==> src/hw/rtl/setq_pkg.sv <==
// Shared constants for the sorted event timer queue.
// Depends on nothing; the interfaces and the top level import it.
package setq_pkg;

   localparam int FUNC_W   = 2;
   localparam int ID_W     = 4;
   localparam int DELTA_W  = 48;
   localparam int TIME_W   = 63;
   localparam int DUE_W    = 64;

   // Most dispatch beats produced by one run request.
   localparam int RESULTS_CAP = 16;
   localparam int POP_W       = $clog2(RESULTS_CAP + 1);

   localparam logic [FUNC_W-1:0] FUNC_SCHED  = 2'd0;
   localparam logic [FUNC_W-1:0] FUNC_CANCEL = 2'd1;
   localparam logic [FUNC_W-1:0] FUNC_RUN    = 2'd2;
   localparam logic [FUNC_W-1:0] FUNC_SPARE  = 2'd3;

   localparam logic [DUE_W-1:0] DUE_EMPTY = '1;

endpackage

==> src/hw/rtl/setq_if.sv <==
// Valid/ready channel interfaces for request and response beats.
// Depends on setq_pkg for the field widths.
interface setq_req_if;
   import setq_pkg::*;
   logic                      valid;
   logic                      ready;
   logic [FUNC_W-1:0]         func;
   logic [ID_W-1:0]           event_id;
   logic signed [DELTA_W-1:0] offset_ns;
   logic [TIME_W-1:0]         now_ns;

   modport source  (output valid, func, event_id, offset_ns, now_ns, input ready);
   modport sink    (input valid, func, event_id, offset_ns, now_ns, output ready);
   modport monitor (input valid, func, event_id, offset_ns, now_ns, ready);
endinterface

interface setq_rsp_if;
   import setq_pkg::*;
   logic              valid;
   logic              ready;
   logic              kind;
   logic [ID_W-1:0]   fired_id;
   logic [TIME_W-1:0] late_ns;
   logic [DUE_W-1:0]  next_due;
   logic              last;

   modport source  (output valid, kind, fired_id, late_ns, next_due, last, input ready);
   modport sink    (input valid, kind, fired_id, late_ns, next_due, last, output ready);
   modport monitor (input valid, kind, fired_id, late_ns, next_due, last, ready);
endinterface

==> src/hw/rtl/setq_ram.sv <==
// Generic single-write, single-read RAM with a registered read port.
// Depends on nothing.
module setq_ram #(
   parameter int WIDTH = 8,
   parameter int DEPTH = 16
) (
   input  logic                     clock,
   input  logic                     wr_en,
   input  logic [$clog2(DEPTH)-1:0] wr_addr,
   input  logic [WIDTH-1:0]         wr_data,
   input  logic                     rd_en,
   input  logic [$clog2(DEPTH)-1:0] rd_addr,
   output logic [WIDTH-1:0]         rd_data
);

   logic [WIDTH-1:0] mem_ff [DEPTH];
   logic [WIDTH-1:0] rd_data_ff;

   always_ff @(posedge clock) begin
      if (wr_en) begin
         mem_ff[wr_addr] <= wr_data;
      end
      if (rd_en) begin
         rd_data_ff <= mem_ff[rd_addr];
      end
   end

   assign rd_data = rd_data_ff;

endmodule

==> src/hw/rtl/sorted_event_timer_queue_unit.sv <==
// Top level of the sorted event timer queue: control sequencer and entry memory.
// Depends on setq_pkg, setq_if (setq_req_if, setq_rsp_if) and setq_ram.
//
// The queue keeps its pending events as a sorted list of (due time, slot) entries in
// one synchronous memory with one read and one write port, plus a busy flag per slot,
// an entry count and a copy of the head entry in registers. Requests are handled one at
// a time. To cancel a queued slot, the sequencer reads each of the N queued entries
// once to find the slot and writes the followers one place down. A schedule adds an
// insert walk that reads each entry ahead of the insert point and moves each entry
// behind it one place up. A run request dispatches up to sixteen due events, one
// response beat each, or a single empty beat when none is due; every pop goes through
// the removal walk. The request side is ready only while the sequencer is idle; a
// finished response beat sits in an output register, so the next request is taken while
// that beat waits. Slot numbers at or above EVENT_SLOTS and the unused function code are
// acknowledged without effect. Every response carries the earliest pending due time, all
// ones when the queue is empty.
module sorted_event_timer_queue_unit #(
   parameter int EVENT_SLOTS = 16
) (
   input  logic        clock,
   input  logic        reset,
   setq_req_if.sink    req,
   setq_rsp_if.source  rsp
);
   import setq_pkg::*;

   localparam int SLOT_W  = $clog2(EVENT_SLOTS);
   localparam int CNT_W   = $clog2(EVENT_SLOTS + 1);
   localparam int ENTRY_W = DUE_W + SLOT_W;

   typedef enum logic [3:0] {
      S_IDLE,
      S_POP,
      S_RM_RD,
      S_RM_CHK,
      S_IN_RD,
      S_IN_CHK,
      S_SH_RD,
      S_SH_WR,
      S_HEAD_RD,
      S_HEAD_WR,
      S_REPLY
   } state_type;

   state_type            state_ff;
   logic [CNT_W-1:0]     cnt_ff;
   logic [CNT_W-1:0]     idx_ff;
   logic [CNT_W-1:0]     k_ff;
   logic                 found_ff;
   logic [EVENT_SLOTS-1:0] busy_ff;
   logic [DUE_W-1:0]     head_due_ff;
   logic [SLOT_W-1:0]    head_slot_ff;
   logic [FUNC_W-1:0]    func_ff;
   logic [SLOT_W-1:0]    slot_ff;
   logic [DUE_W-1:0]     due_ff;
   logic [TIME_W-1:0]    now_ff;
   logic [TIME_W-1:0]    late_ff;
   logic                 fire_ff;
   logic [POP_W-1:0]     pops_ff;

   logic                 rsp_valid_ff;
   logic                 rsp_kind_ff;
   logic [ID_W-1:0]      rsp_fired_id_ff;
   logic [TIME_W-1:0]    rsp_late_ns_ff;
   logic [DUE_W-1:0]     rsp_next_due_ff;
   logic                 rsp_last_ff;

   logic                 ram_wr_en;
   logic [SLOT_W-1:0]    ram_wr_addr;
   logic [ENTRY_W-1:0]   ram_wr_data;
   logic                 ram_rd_en;
   logic [SLOT_W-1:0]    ram_rd_addr;
   logic [ENTRY_W-1:0]   ram_rd_data;

   logic [DUE_W-1:0]     rd_due;
   logic [SLOT_W-1:0]    rd_slot;
   logic [CNT_W-1:0]     idx_dec;
   logic [CNT_W-1:0]     k_dec;
   logic [DUE_W:0]       sum_due;
   logic [DUE_W-1:0]     new_due;
   logic [SLOT_W-1:0]    req_slot;
   logic                 req_id_ok;
   logic                 out_free;
   logic                 more_due;

   assign rd_due  = ram_rd_data[ENTRY_W-1:SLOT_W];
   assign rd_slot = ram_rd_data[SLOT_W-1:0];
   assign idx_dec = idx_ff - CNT_W'(1);
   assign k_dec   = k_ff - CNT_W'(1);

   // Due time of a schedule: now plus the sign-extended delay, clamped at zero.
   assign sum_due = {2'b00, req.now_ns} + {{(DUE_W + 1 - DELTA_W){req.offset_ns[DELTA_W-1]}},
                                           req.offset_ns};
   assign new_due = sum_due[DUE_W] ? '0 : sum_due[DUE_W-1:0];

   assign req_slot  = SLOT_W'(req.event_id);
   assign req_id_ok = (32'(req.event_id) < EVENT_SLOTS);

   assign out_free = !rsp_valid_ff || rsp.ready;

   // Another pop follows when the cap is not reached and the new head is due.
   assign more_due = fire_ff && (pops_ff != POP_W'(RESULTS_CAP)) && (cnt_ff != '0) &&
                     (head_due_ff <= {1'b0, now_ff});

   assign req.ready    = (state_ff == S_IDLE);
   assign rsp.valid    = rsp_valid_ff;
   assign rsp.kind     = rsp_kind_ff;
   assign rsp.fired_id = rsp_fired_id_ff;
   assign rsp.late_ns  = rsp_late_ns_ff;
   assign rsp.next_due = rsp_next_due_ff;
   assign rsp.last     = rsp_last_ff;

   // Memory port control. Reads and writes of the same entry never fall in one cycle.
   always_comb begin
      ram_wr_en   = 1'b0;
      ram_wr_addr = idx_ff[SLOT_W-1:0];
      ram_wr_data = {due_ff, slot_ff};
      ram_rd_en   = 1'b0;
      ram_rd_addr = idx_ff[SLOT_W-1:0];
      case (state_ff)
         S_RM_RD: begin
            ram_rd_en = (idx_ff != cnt_ff);
         end
         S_RM_CHK: begin
            ram_wr_en   = found_ff;
            ram_wr_addr = idx_dec[SLOT_W-1:0];
            ram_wr_data = ram_rd_data;
         end
         S_IN_RD: begin
            ram_rd_en = (idx_ff != cnt_ff);
         end
         S_SH_RD: begin
            if (k_ff == idx_ff) begin
               ram_wr_en = 1'b1;
            end else begin
               ram_rd_en   = 1'b1;
               ram_rd_addr = k_dec[SLOT_W-1:0];
            end
         end
         S_SH_WR: begin
            ram_wr_en   = 1'b1;
            ram_wr_addr = k_ff[SLOT_W-1:0];
            ram_wr_data = ram_rd_data;
         end
         S_HEAD_RD: begin
            ram_rd_en   = (cnt_ff != '0);
            ram_rd_addr = '0;
         end
         default: begin
         end
      endcase
   end

   always_ff @(posedge clock) begin
      if (reset) begin
         state_ff     <= S_IDLE;
         cnt_ff       <= '0;
         busy_ff      <= '0;
         head_due_ff  <= DUE_EMPTY;
         rsp_valid_ff <= 1'b0;
      end else begin
         // The beat drains unless a new one is loaded into the output register.
         if (rsp.ready && !((state_ff == S_REPLY) && out_free)) begin
            rsp_valid_ff <= 1'b0;
         end
         case (state_ff)
            S_IDLE: begin
               if (req.valid) begin
                  func_ff  <= req.func;
                  slot_ff  <= req_slot;
                  due_ff   <= new_due;
                  now_ff   <= req.now_ns;
                  fire_ff  <= 1'b0;
                  pops_ff  <= '0;
                  idx_ff   <= '0;
                  found_ff <= 1'b0;
                  if (req.func == FUNC_RUN) begin
                     if ((cnt_ff != '0) && (head_due_ff <= {1'b0, req.now_ns})) begin
                        state_ff <= S_POP;
                     end else begin
                        state_ff <= S_REPLY;
                     end
                  end else if (req_id_ok && busy_ff[req_slot] &&
                               ((req.func == FUNC_SCHED) || (req.func == FUNC_CANCEL))) begin
                     state_ff <= S_RM_RD;
                  end else if (req_id_ok && (req.func == FUNC_SCHED)) begin
                     state_ff <= S_IN_RD;
                  end else begin
                     state_ff <= S_REPLY;
                  end
               end
            end
            S_POP: begin
               // Take the head entry out through the ordinary removal walk.
               slot_ff  <= head_slot_ff;
               late_ff  <= TIME_W'({1'b0, now_ff} - head_due_ff);
               fire_ff  <= 1'b1;
               pops_ff  <= pops_ff + POP_W'(1);
               idx_ff   <= '0;
               found_ff <= 1'b0;
               state_ff <= S_RM_RD;
            end
            S_RM_RD: begin
               if (idx_ff == cnt_ff) begin
                  cnt_ff           <= cnt_ff - CNT_W'(1);
                  busy_ff[slot_ff] <= 1'b0;
                  idx_ff           <= '0;
                  if (func_ff == FUNC_SCHED) begin
                     state_ff <= S_IN_RD;
                  end else begin
                     state_ff <= S_HEAD_RD;
                  end
               end else begin
                  state_ff <= S_RM_CHK;
               end
            end
            S_RM_CHK: begin
               if (!found_ff && (rd_slot == slot_ff)) begin
                  found_ff <= 1'b1;
               end
               idx_ff   <= idx_ff + CNT_W'(1);
               state_ff <= S_RM_RD;
            end
            S_IN_RD: begin
               if (idx_ff == cnt_ff) begin
                  k_ff     <= cnt_ff;
                  state_ff <= S_SH_RD;
               end else begin
                  state_ff <= S_IN_CHK;
               end
            end
            S_IN_CHK: begin
               // Insert ahead of the first entry due at or after the new time.
               if (rd_due >= due_ff) begin
                  k_ff     <= cnt_ff;
                  state_ff <= S_SH_RD;
               end else begin
                  idx_ff   <= idx_ff + CNT_W'(1);
                  state_ff <= S_IN_RD;
               end
            end
            S_SH_RD: begin
               if (k_ff == idx_ff) begin
                  cnt_ff           <= cnt_ff + CNT_W'(1);
                  busy_ff[slot_ff] <= 1'b1;
                  state_ff         <= S_HEAD_RD;
               end else begin
                  state_ff <= S_SH_WR;
               end
            end
            S_SH_WR: begin
               k_ff     <= k_dec;
               state_ff <= S_SH_RD;
            end
            S_HEAD_RD: begin
               if (cnt_ff == '0) begin
                  head_due_ff <= DUE_EMPTY;
                  state_ff    <= S_REPLY;
               end else begin
                  state_ff <= S_HEAD_WR;
               end
            end
            S_HEAD_WR: begin
               head_due_ff  <= rd_due;
               head_slot_ff <= rd_slot;
               state_ff     <= S_REPLY;
            end
            S_REPLY: begin
               if (out_free) begin
                  rsp_valid_ff    <= 1'b1;
                  rsp_kind_ff     <= fire_ff;
                  rsp_fired_id_ff <= fire_ff ? ID_W'(slot_ff) : '0;
                  rsp_late_ns_ff  <= fire_ff ? late_ff : '0;
                  rsp_next_due_ff <= head_due_ff;
                  rsp_last_ff     <= !more_due;
                  if (more_due) begin
                     state_ff <= S_POP;
                  end else begin
                     state_ff <= S_IDLE;
                  end
               end
            end
            default: begin
               state_ff <= S_IDLE;
            end
         endcase
      end
   end

   setq_ram #(
      .WIDTH (ENTRY_W),
      .DEPTH (EVENT_SLOTS)
   ) u_entry_ram (
      .clock   (clock),
      .wr_en   (ram_wr_en),
      .wr_addr (ram_wr_addr),
      .wr_data (ram_wr_data),
      .rd_en   (ram_rd_en),
      .rd_addr (ram_rd_addr),
      .rd_data (ram_rd_data)
   );

`ifndef SYNTHESIS
   // The entry count always matches the number of busy slots.
   assert property (@(posedge clock) disable iff (reset)
      $countones(busy_ff) == int'(cnt_ff))
      else $error("entry count differs from busy slot count");

   // The count never exceeds the number of slots.
   assert property (@(posedge clock) disable iff (reset)
      int'(cnt_ff) <= EVENT_SLOTS)
      else $error("entry count overflow");

   // While idle, the head copy says empty exactly when the list is empty.
   assert property (@(posedge clock) disable iff (reset)
      (state_ff == S_IDLE) |-> ((cnt_ff == '0) == (head_due_ff == DUE_EMPTY)))
      else $error("head due time out of step with entry count");

   // A dispatch beat never reports more pops than the cap allows.
   assert property (@(posedge clock) disable iff (reset)
      (state_ff == S_POP) |-> (pops_ff < POP_W'(RESULTS_CAP)))
      else $error("pop cap exceeded");
`endif

endmodule

==> src/flat_wrapper.sv <==
// flat-port wrapper written by rule: the top's interface ports become plain ports
module sorted_event_timer_queue_unit_flat import setq_pkg::*;
#(
   parameter int EVENT_SLOTS = 16
)
  (clock, reset, req_valid, req_func, req_event_id, req_offset_ns, req_now_ns, req_ready, rsp_valid, rsp_kind, rsp_fired_id, rsp_late_ns, rsp_next_due, rsp_last, rsp_ready);
  setq_req_if req_i ();
  setq_rsp_if rsp_i ();
  input  logic clock;
  input  logic reset;
  input wire logic [$bits(req_i.valid)-1:0] req_valid;
  input wire logic [$bits(req_i.func)-1:0] req_func;
  input wire logic [$bits(req_i.event_id)-1:0] req_event_id;
  input wire logic [$bits(req_i.offset_ns)-1:0] req_offset_ns;
  input wire logic [$bits(req_i.now_ns)-1:0] req_now_ns;
  output wire logic [$bits(req_i.ready)-1:0] req_ready;
  output wire logic [$bits(rsp_i.valid)-1:0] rsp_valid;
  output wire logic [$bits(rsp_i.kind)-1:0] rsp_kind;
  output wire logic [$bits(rsp_i.fired_id)-1:0] rsp_fired_id;
  output wire logic [$bits(rsp_i.late_ns)-1:0] rsp_late_ns;
  output wire logic [$bits(rsp_i.next_due)-1:0] rsp_next_due;
  output wire logic [$bits(rsp_i.last)-1:0] rsp_last;
  input wire logic [$bits(rsp_i.ready)-1:0] rsp_ready;
  assign req_i.valid = req_valid;
  assign req_i.func = req_func;
  assign req_i.event_id = req_event_id;
  assign req_i.offset_ns = req_offset_ns;
  assign req_i.now_ns = req_now_ns;
  assign req_ready = req_i.ready;
  assign rsp_valid = rsp_i.valid;
  assign rsp_kind = rsp_i.kind;
  assign rsp_fired_id = rsp_i.fired_id;
  assign rsp_late_ns = rsp_i.late_ns;
  assign rsp_next_due = rsp_i.next_due;
  assign rsp_last = rsp_i.last;
  assign rsp_i.ready = rsp_ready;
  sorted_event_timer_queue_unit #(.EVENT_SLOTS(EVENT_SLOTS)) u_core (.clock(clock), .reset(reset), .req(req_i), .rsp(rsp_i));
endmodule
==> config.mk <==
export PLATFORM = sky130hd
export DESIGN_NAME = sorted_event_timer_queue_unit_flat
export DESIGN_NICKNAME = d
export VERILOG_FILES = /design/src/hw/rtl/setq_pkg.sv /design/src/hw/rtl/setq_if.sv /design/src/hw/rtl/setq_ram.sv /design/src/hw/rtl/sorted_event_timer_queue_unit.sv /design/src/flat_wrapper.sv
export SDC_FILE = /design/constraint.sdc
export NUM_CORES = 2
export LEC_CHECK = 0
export ABC_AREA = 1
export ABC_CLOCK_PERIOD_IN_PS = 21600
export BUFFER_PORTS_ARGS = -buffer_cell sky130_fd_sc_hd__buf_2
export CAP_MARGIN = 20
export CORE_MARGIN = 8
export CORE_UTILIZATION = 63
export CTS_CLUSTER_SIZE = 20
export DETAILED_ROUTE_END_ITERATION = 8
export GPL_TIMING_DRIVEN = 0
export HOLD_SLACK_MARGIN = 0.02
export PLACE_DENSITY_LB_ADDON = 0.2
export SYNTH_ARGS = -nofsm -noshare
export SYNTH_HDL_FRONTEND = slang
export SYNTH_HIERARCHICAL = 1
export SYNTH_SLANG_ARGS = --single-unit
==> constraint.sdc <==
create_clock -name clock -period 21.6 [get_ports clock]
set_input_delay 6.48 -clock clock [delete_from_list [all_inputs] [get_ports clock]]
set_output_delay 6.48 -clock clock [all_outputs]
set_load 0.01 [all_outputs]
==> key figures <==
Clocking
  • CTS sink count: 1596
  • Post_cts resized: 0
  • H-tree depth: 4
  • CTS tree: done
  • Num CTS Buffers: 159
  • Worst-case clock buffer depth: 3
  • Reg clk slew, reported paths: roughly 70 ps
  • Clk_lat worst skew: approximately 810 ps
  • Postcts setup bufs: 0
  • Root Buffer: clkbuf_16
  • Hold_buf cts: 0

Power
  • Leak: 39.0 nW
  • Clk network pwr share: 0.277
  • Overall Power: slightly above 0.01 W
  • Logic gate share of total power: 0.328
  • Maximum vdd drop: 112 µV
  • NetSw: 0.00382 W
  • PwrDens: about 110 nW/µm²
  • Sw frac: 0.379
  • Internal power: 0.00627 W
  • Reg power frac: 0.395

Finish
  • Commonest cells after routing, fill and taps aside: nand2_1, edfxtp_1, inv_1
  • Syn-to-layout area delta: 13.5%
  • Most common cell after layout, fill and taps aside: nand2_1
  • FF/Latch Area: roughly 47000 µm²
  • NumNets Final: 9124
  • Post-route cell area: 88800 µm²
  • Fillers: 8663
  • Area of the multi-input gates: 24500 µm²
  • Layout cells sized above 1: 0.0931

Detailed routing
  • Via density: 5.91
  • DRT Pass-1 Iters: 9
  • Routed vias: 61.7k
  • Final ANT Viol Nets: 0
  • DRC Markers: 0
  • Total routed wirelength: about 260 mm
  • Initial DRC Count: between 7k and 8k
  • Drt wl/cell: between 20 and 25 µm

Setup path
  • Worst Path Required: 22110 ps
  • CP Data Arrival Time: roughly 11000 ps
  • Crit. End Element: flop
  • R2r startpoint: u_core/state_ff[1]
  • Worst Setup SP: reset
  • CP startpoint kind: input pin
  • CP Max Fanout: 11
  • Setup CP Type: input pin to flop

Outcome
  • Outcome: finished clean

Global routing
  • Initial antenna violation count: 11
  • Largest net degree at the start of global routing: 37
  • Overflow after GRT: 0
  • Global-route usage over all layers: 0.368
  • M3 GR Usage: 0.0776
  • Met2 Use GR: 0.603
  • Vias in the first global route: roughly 61k
  • Met1 Use GR: 0.457
  • GR peak layer: met2
  • First-pass GRT wire length: 373 mm

Timing
  • Final hold vios: 0
  • Worst-case clock skew: 47.3 ps
  • Worst-Margin Slew: 1320 ps
  • Slew Limit Fails: 0
  • Period utilization: 0.496
  • # setup viols final: 0
  • Final critical-path required period: 10700 ps
  • Fmax: 0.0934 GHz
  • Relative slew margins: 0.119
  • RSZ-0062 raised after global routing: no

Synthesis
  • Biggest area consumer among synthesized cells: edfxtp_1
  • EDFF count, synth: roughly 1.5k
  • Sequential area share after synthesis: 0.601
  • Synth warnings: 6
  • Dominant synthesized flop cell: edfxtp_1
  • Synth Instances: about 8.1k
  • Synth Net Count: 8574
  • Netlist Area Pre-Place: 78300 µm²
  • Count of unique library cells instantiated by Yosys: 57
  • Avg Cell Area, Syn: 9.63 µm²
  • Seq cells post-synth: 1596
  • FFs w/ async S/R, synth: 0
  • Area share of the largest cell type after synthesis: 0.578
  • Synth area leaders: edfxtp_1, nand2_1, inv_1

Placement
  • Placement Cell Area: 83500 µm²
  • # port buffers: 253
  • Routability cong.: about 1
  • Post-DP HPWL: 190 mm

Hold path
  • Hold crit path type: flop to flop

Die
  • Die span in y: roughly 370 µm
  • Die W: 369 µm
  • I/O Pins: around 260
  • FP Rows: 129
  • Die area: 136000 µm²
  • Core ar.: around 120000 µm²
  • Initial Utilization: 0.634

Flow run
  • Max_cap viols: 0
## critical path, cell delays in order
cell and delay (ps):
clkbuf_1 240, clkbuf_1 490, nor4_2 1010, buf_4 330
buf_4 210, buf_4 190, buf_4 190, buf_4 190
buf_4 190, buf_4 200, buf_4 200, buf_4 200
buf_4 200, buf_4 200, buf_4 210, buf_4 200
buf_4 220
## Yosys cell counts (all sizes together) (19+ instances only)
cell / number
a21o: 21
a21oi: 291
a31oi: 70
buf: 182
clkbuf: 106
dfxtp: 90
edfxtp: 1506
ha: 324
inv: 1455
nand2: 2134
nand3: 928
nand4: 22
nor2: 397
nor3: 71
o211ai: 23
o21a: 27
o21ai: 223
o21bai: 19
o22ai: 33
xnor2: 45
xor2: 78
## sequential cells by signal, indices dropped and copies added, names as in the netlist, named ones only
name,count
u_core/rsp.valid,1
u_core/cnt_ff,5
u_core/found_ff,1
u_core/rsp.next_due,64
u_core/idx_ff,5
u_core/head_due_ff,64
u_core/state_ff,4
u_core/slot_ff,4
u_core/pops_ff,5
u_core/fire_ff,1
u_core/u_entry_ram/rd_data,68
u_core/due_ff,64
u_core/now_ff,63
u_core/late_ff,63
u_core/rsp.fired_id,4
u_core/head_slot_ff,4
u_core/rsp.kind,1
u_core/rsp.last,1
u_core/u_entry_ram/mem_ff,1088
u_core/func_ff,2
u_core/k_ff,5
u_core/rsp.late_ns,63
## layer usage
| layer | up-vias | wire [µm] |
|---|---|---|
| met5 | - | 47 |
| met4 | 8 | 16300 |
| met3 | 888 | 29500 |
| met2 | 4119 | 120000 |
| met1 | 28900 | 91200 |
| li1 | 27800 | - |
## layout make-up
type	count	area share
sequential	1596	0.529
buffer	288	0.0160
timing repair buffer	389	0.0344
inverter	1457	0.0616
multi-input combinational	4785	0.276
antenna	7	0.000197
clock inverter	83	0.0102
clock buffer	209	0.0490
tap	1637	0.0231
## per-stage QoR
| stage | worst slack [ps] | util | hold WS (ps) | TNS [ps] | std cells |
|---|---|---|---|---|---|
| 6_report | 10900 | 0.719 | 495 | 0 | 10500 |
| 4_1_cts | 10900 | 0.719 | 484 | 0 | 10400 |
| 5_1_grt | 10590 | 0.719 | 513 | 0 | 10400 |
| 3_3_place_gp | -3000 | 0.661 | 458 | -393780 | 10000 |
| 2_1_floorplan | 1210 | - | 437 | 0 | 8126 |
| 3_5_place_dp | 10050 | 0.676 | 474 | 0 | 10100 |
## worst paths after layout
path | endpoint | slack [ps] | cells past startpoint
max reg2reg | u_core/u_entry_ram/mem_ff[13][41] | 16260 | 9
max | u_core/rsp.next_due[47] | 10900 | 17
min | flop | 490 | 2
min reg2reg | flop | 490 | 2
## cells by family (layout without fill, tap and decap cells)
| logic type | count (synthesis) | after routing | synth area share |
|---|---|---|---|
| buffers and inverters | 1745 | 2426 | 0.0881 |
| other | 0 | 7 | 0 |
| AO/OA/AOI/OAI | 751 | 751 | 0.0545 |
| flip-flops | 1596 | 1596 | 0.601 |
| XOR/XNOR | 123 | 123 | 0.0140 |
| adder cells (fa/ha/maj) | 327 | 327 | 0.0526 |
| AND/OR/NAND/NOR | 3580 | 3580 | 0.190 |
| multiplexers | 4 | 4 | 0.000511 |
## power groups by stage
stage / clock [W] / combinational, W / sequential (W)
after floorplan: 0 / 0.00187 / 0.00396
after global placement: 0 / 0.00296 / 0.00409
after detailed placement: 0 / 0.00314 / 0.00403
after CTS: 0.00281 / 0.00318 / 0.00397
after global routing: 0.00293 / 0.00350 / 0.00399
final: 0.00280 / 0.00331 / 0.00399
Note: power is estimated with default switching activity, not from simulation.
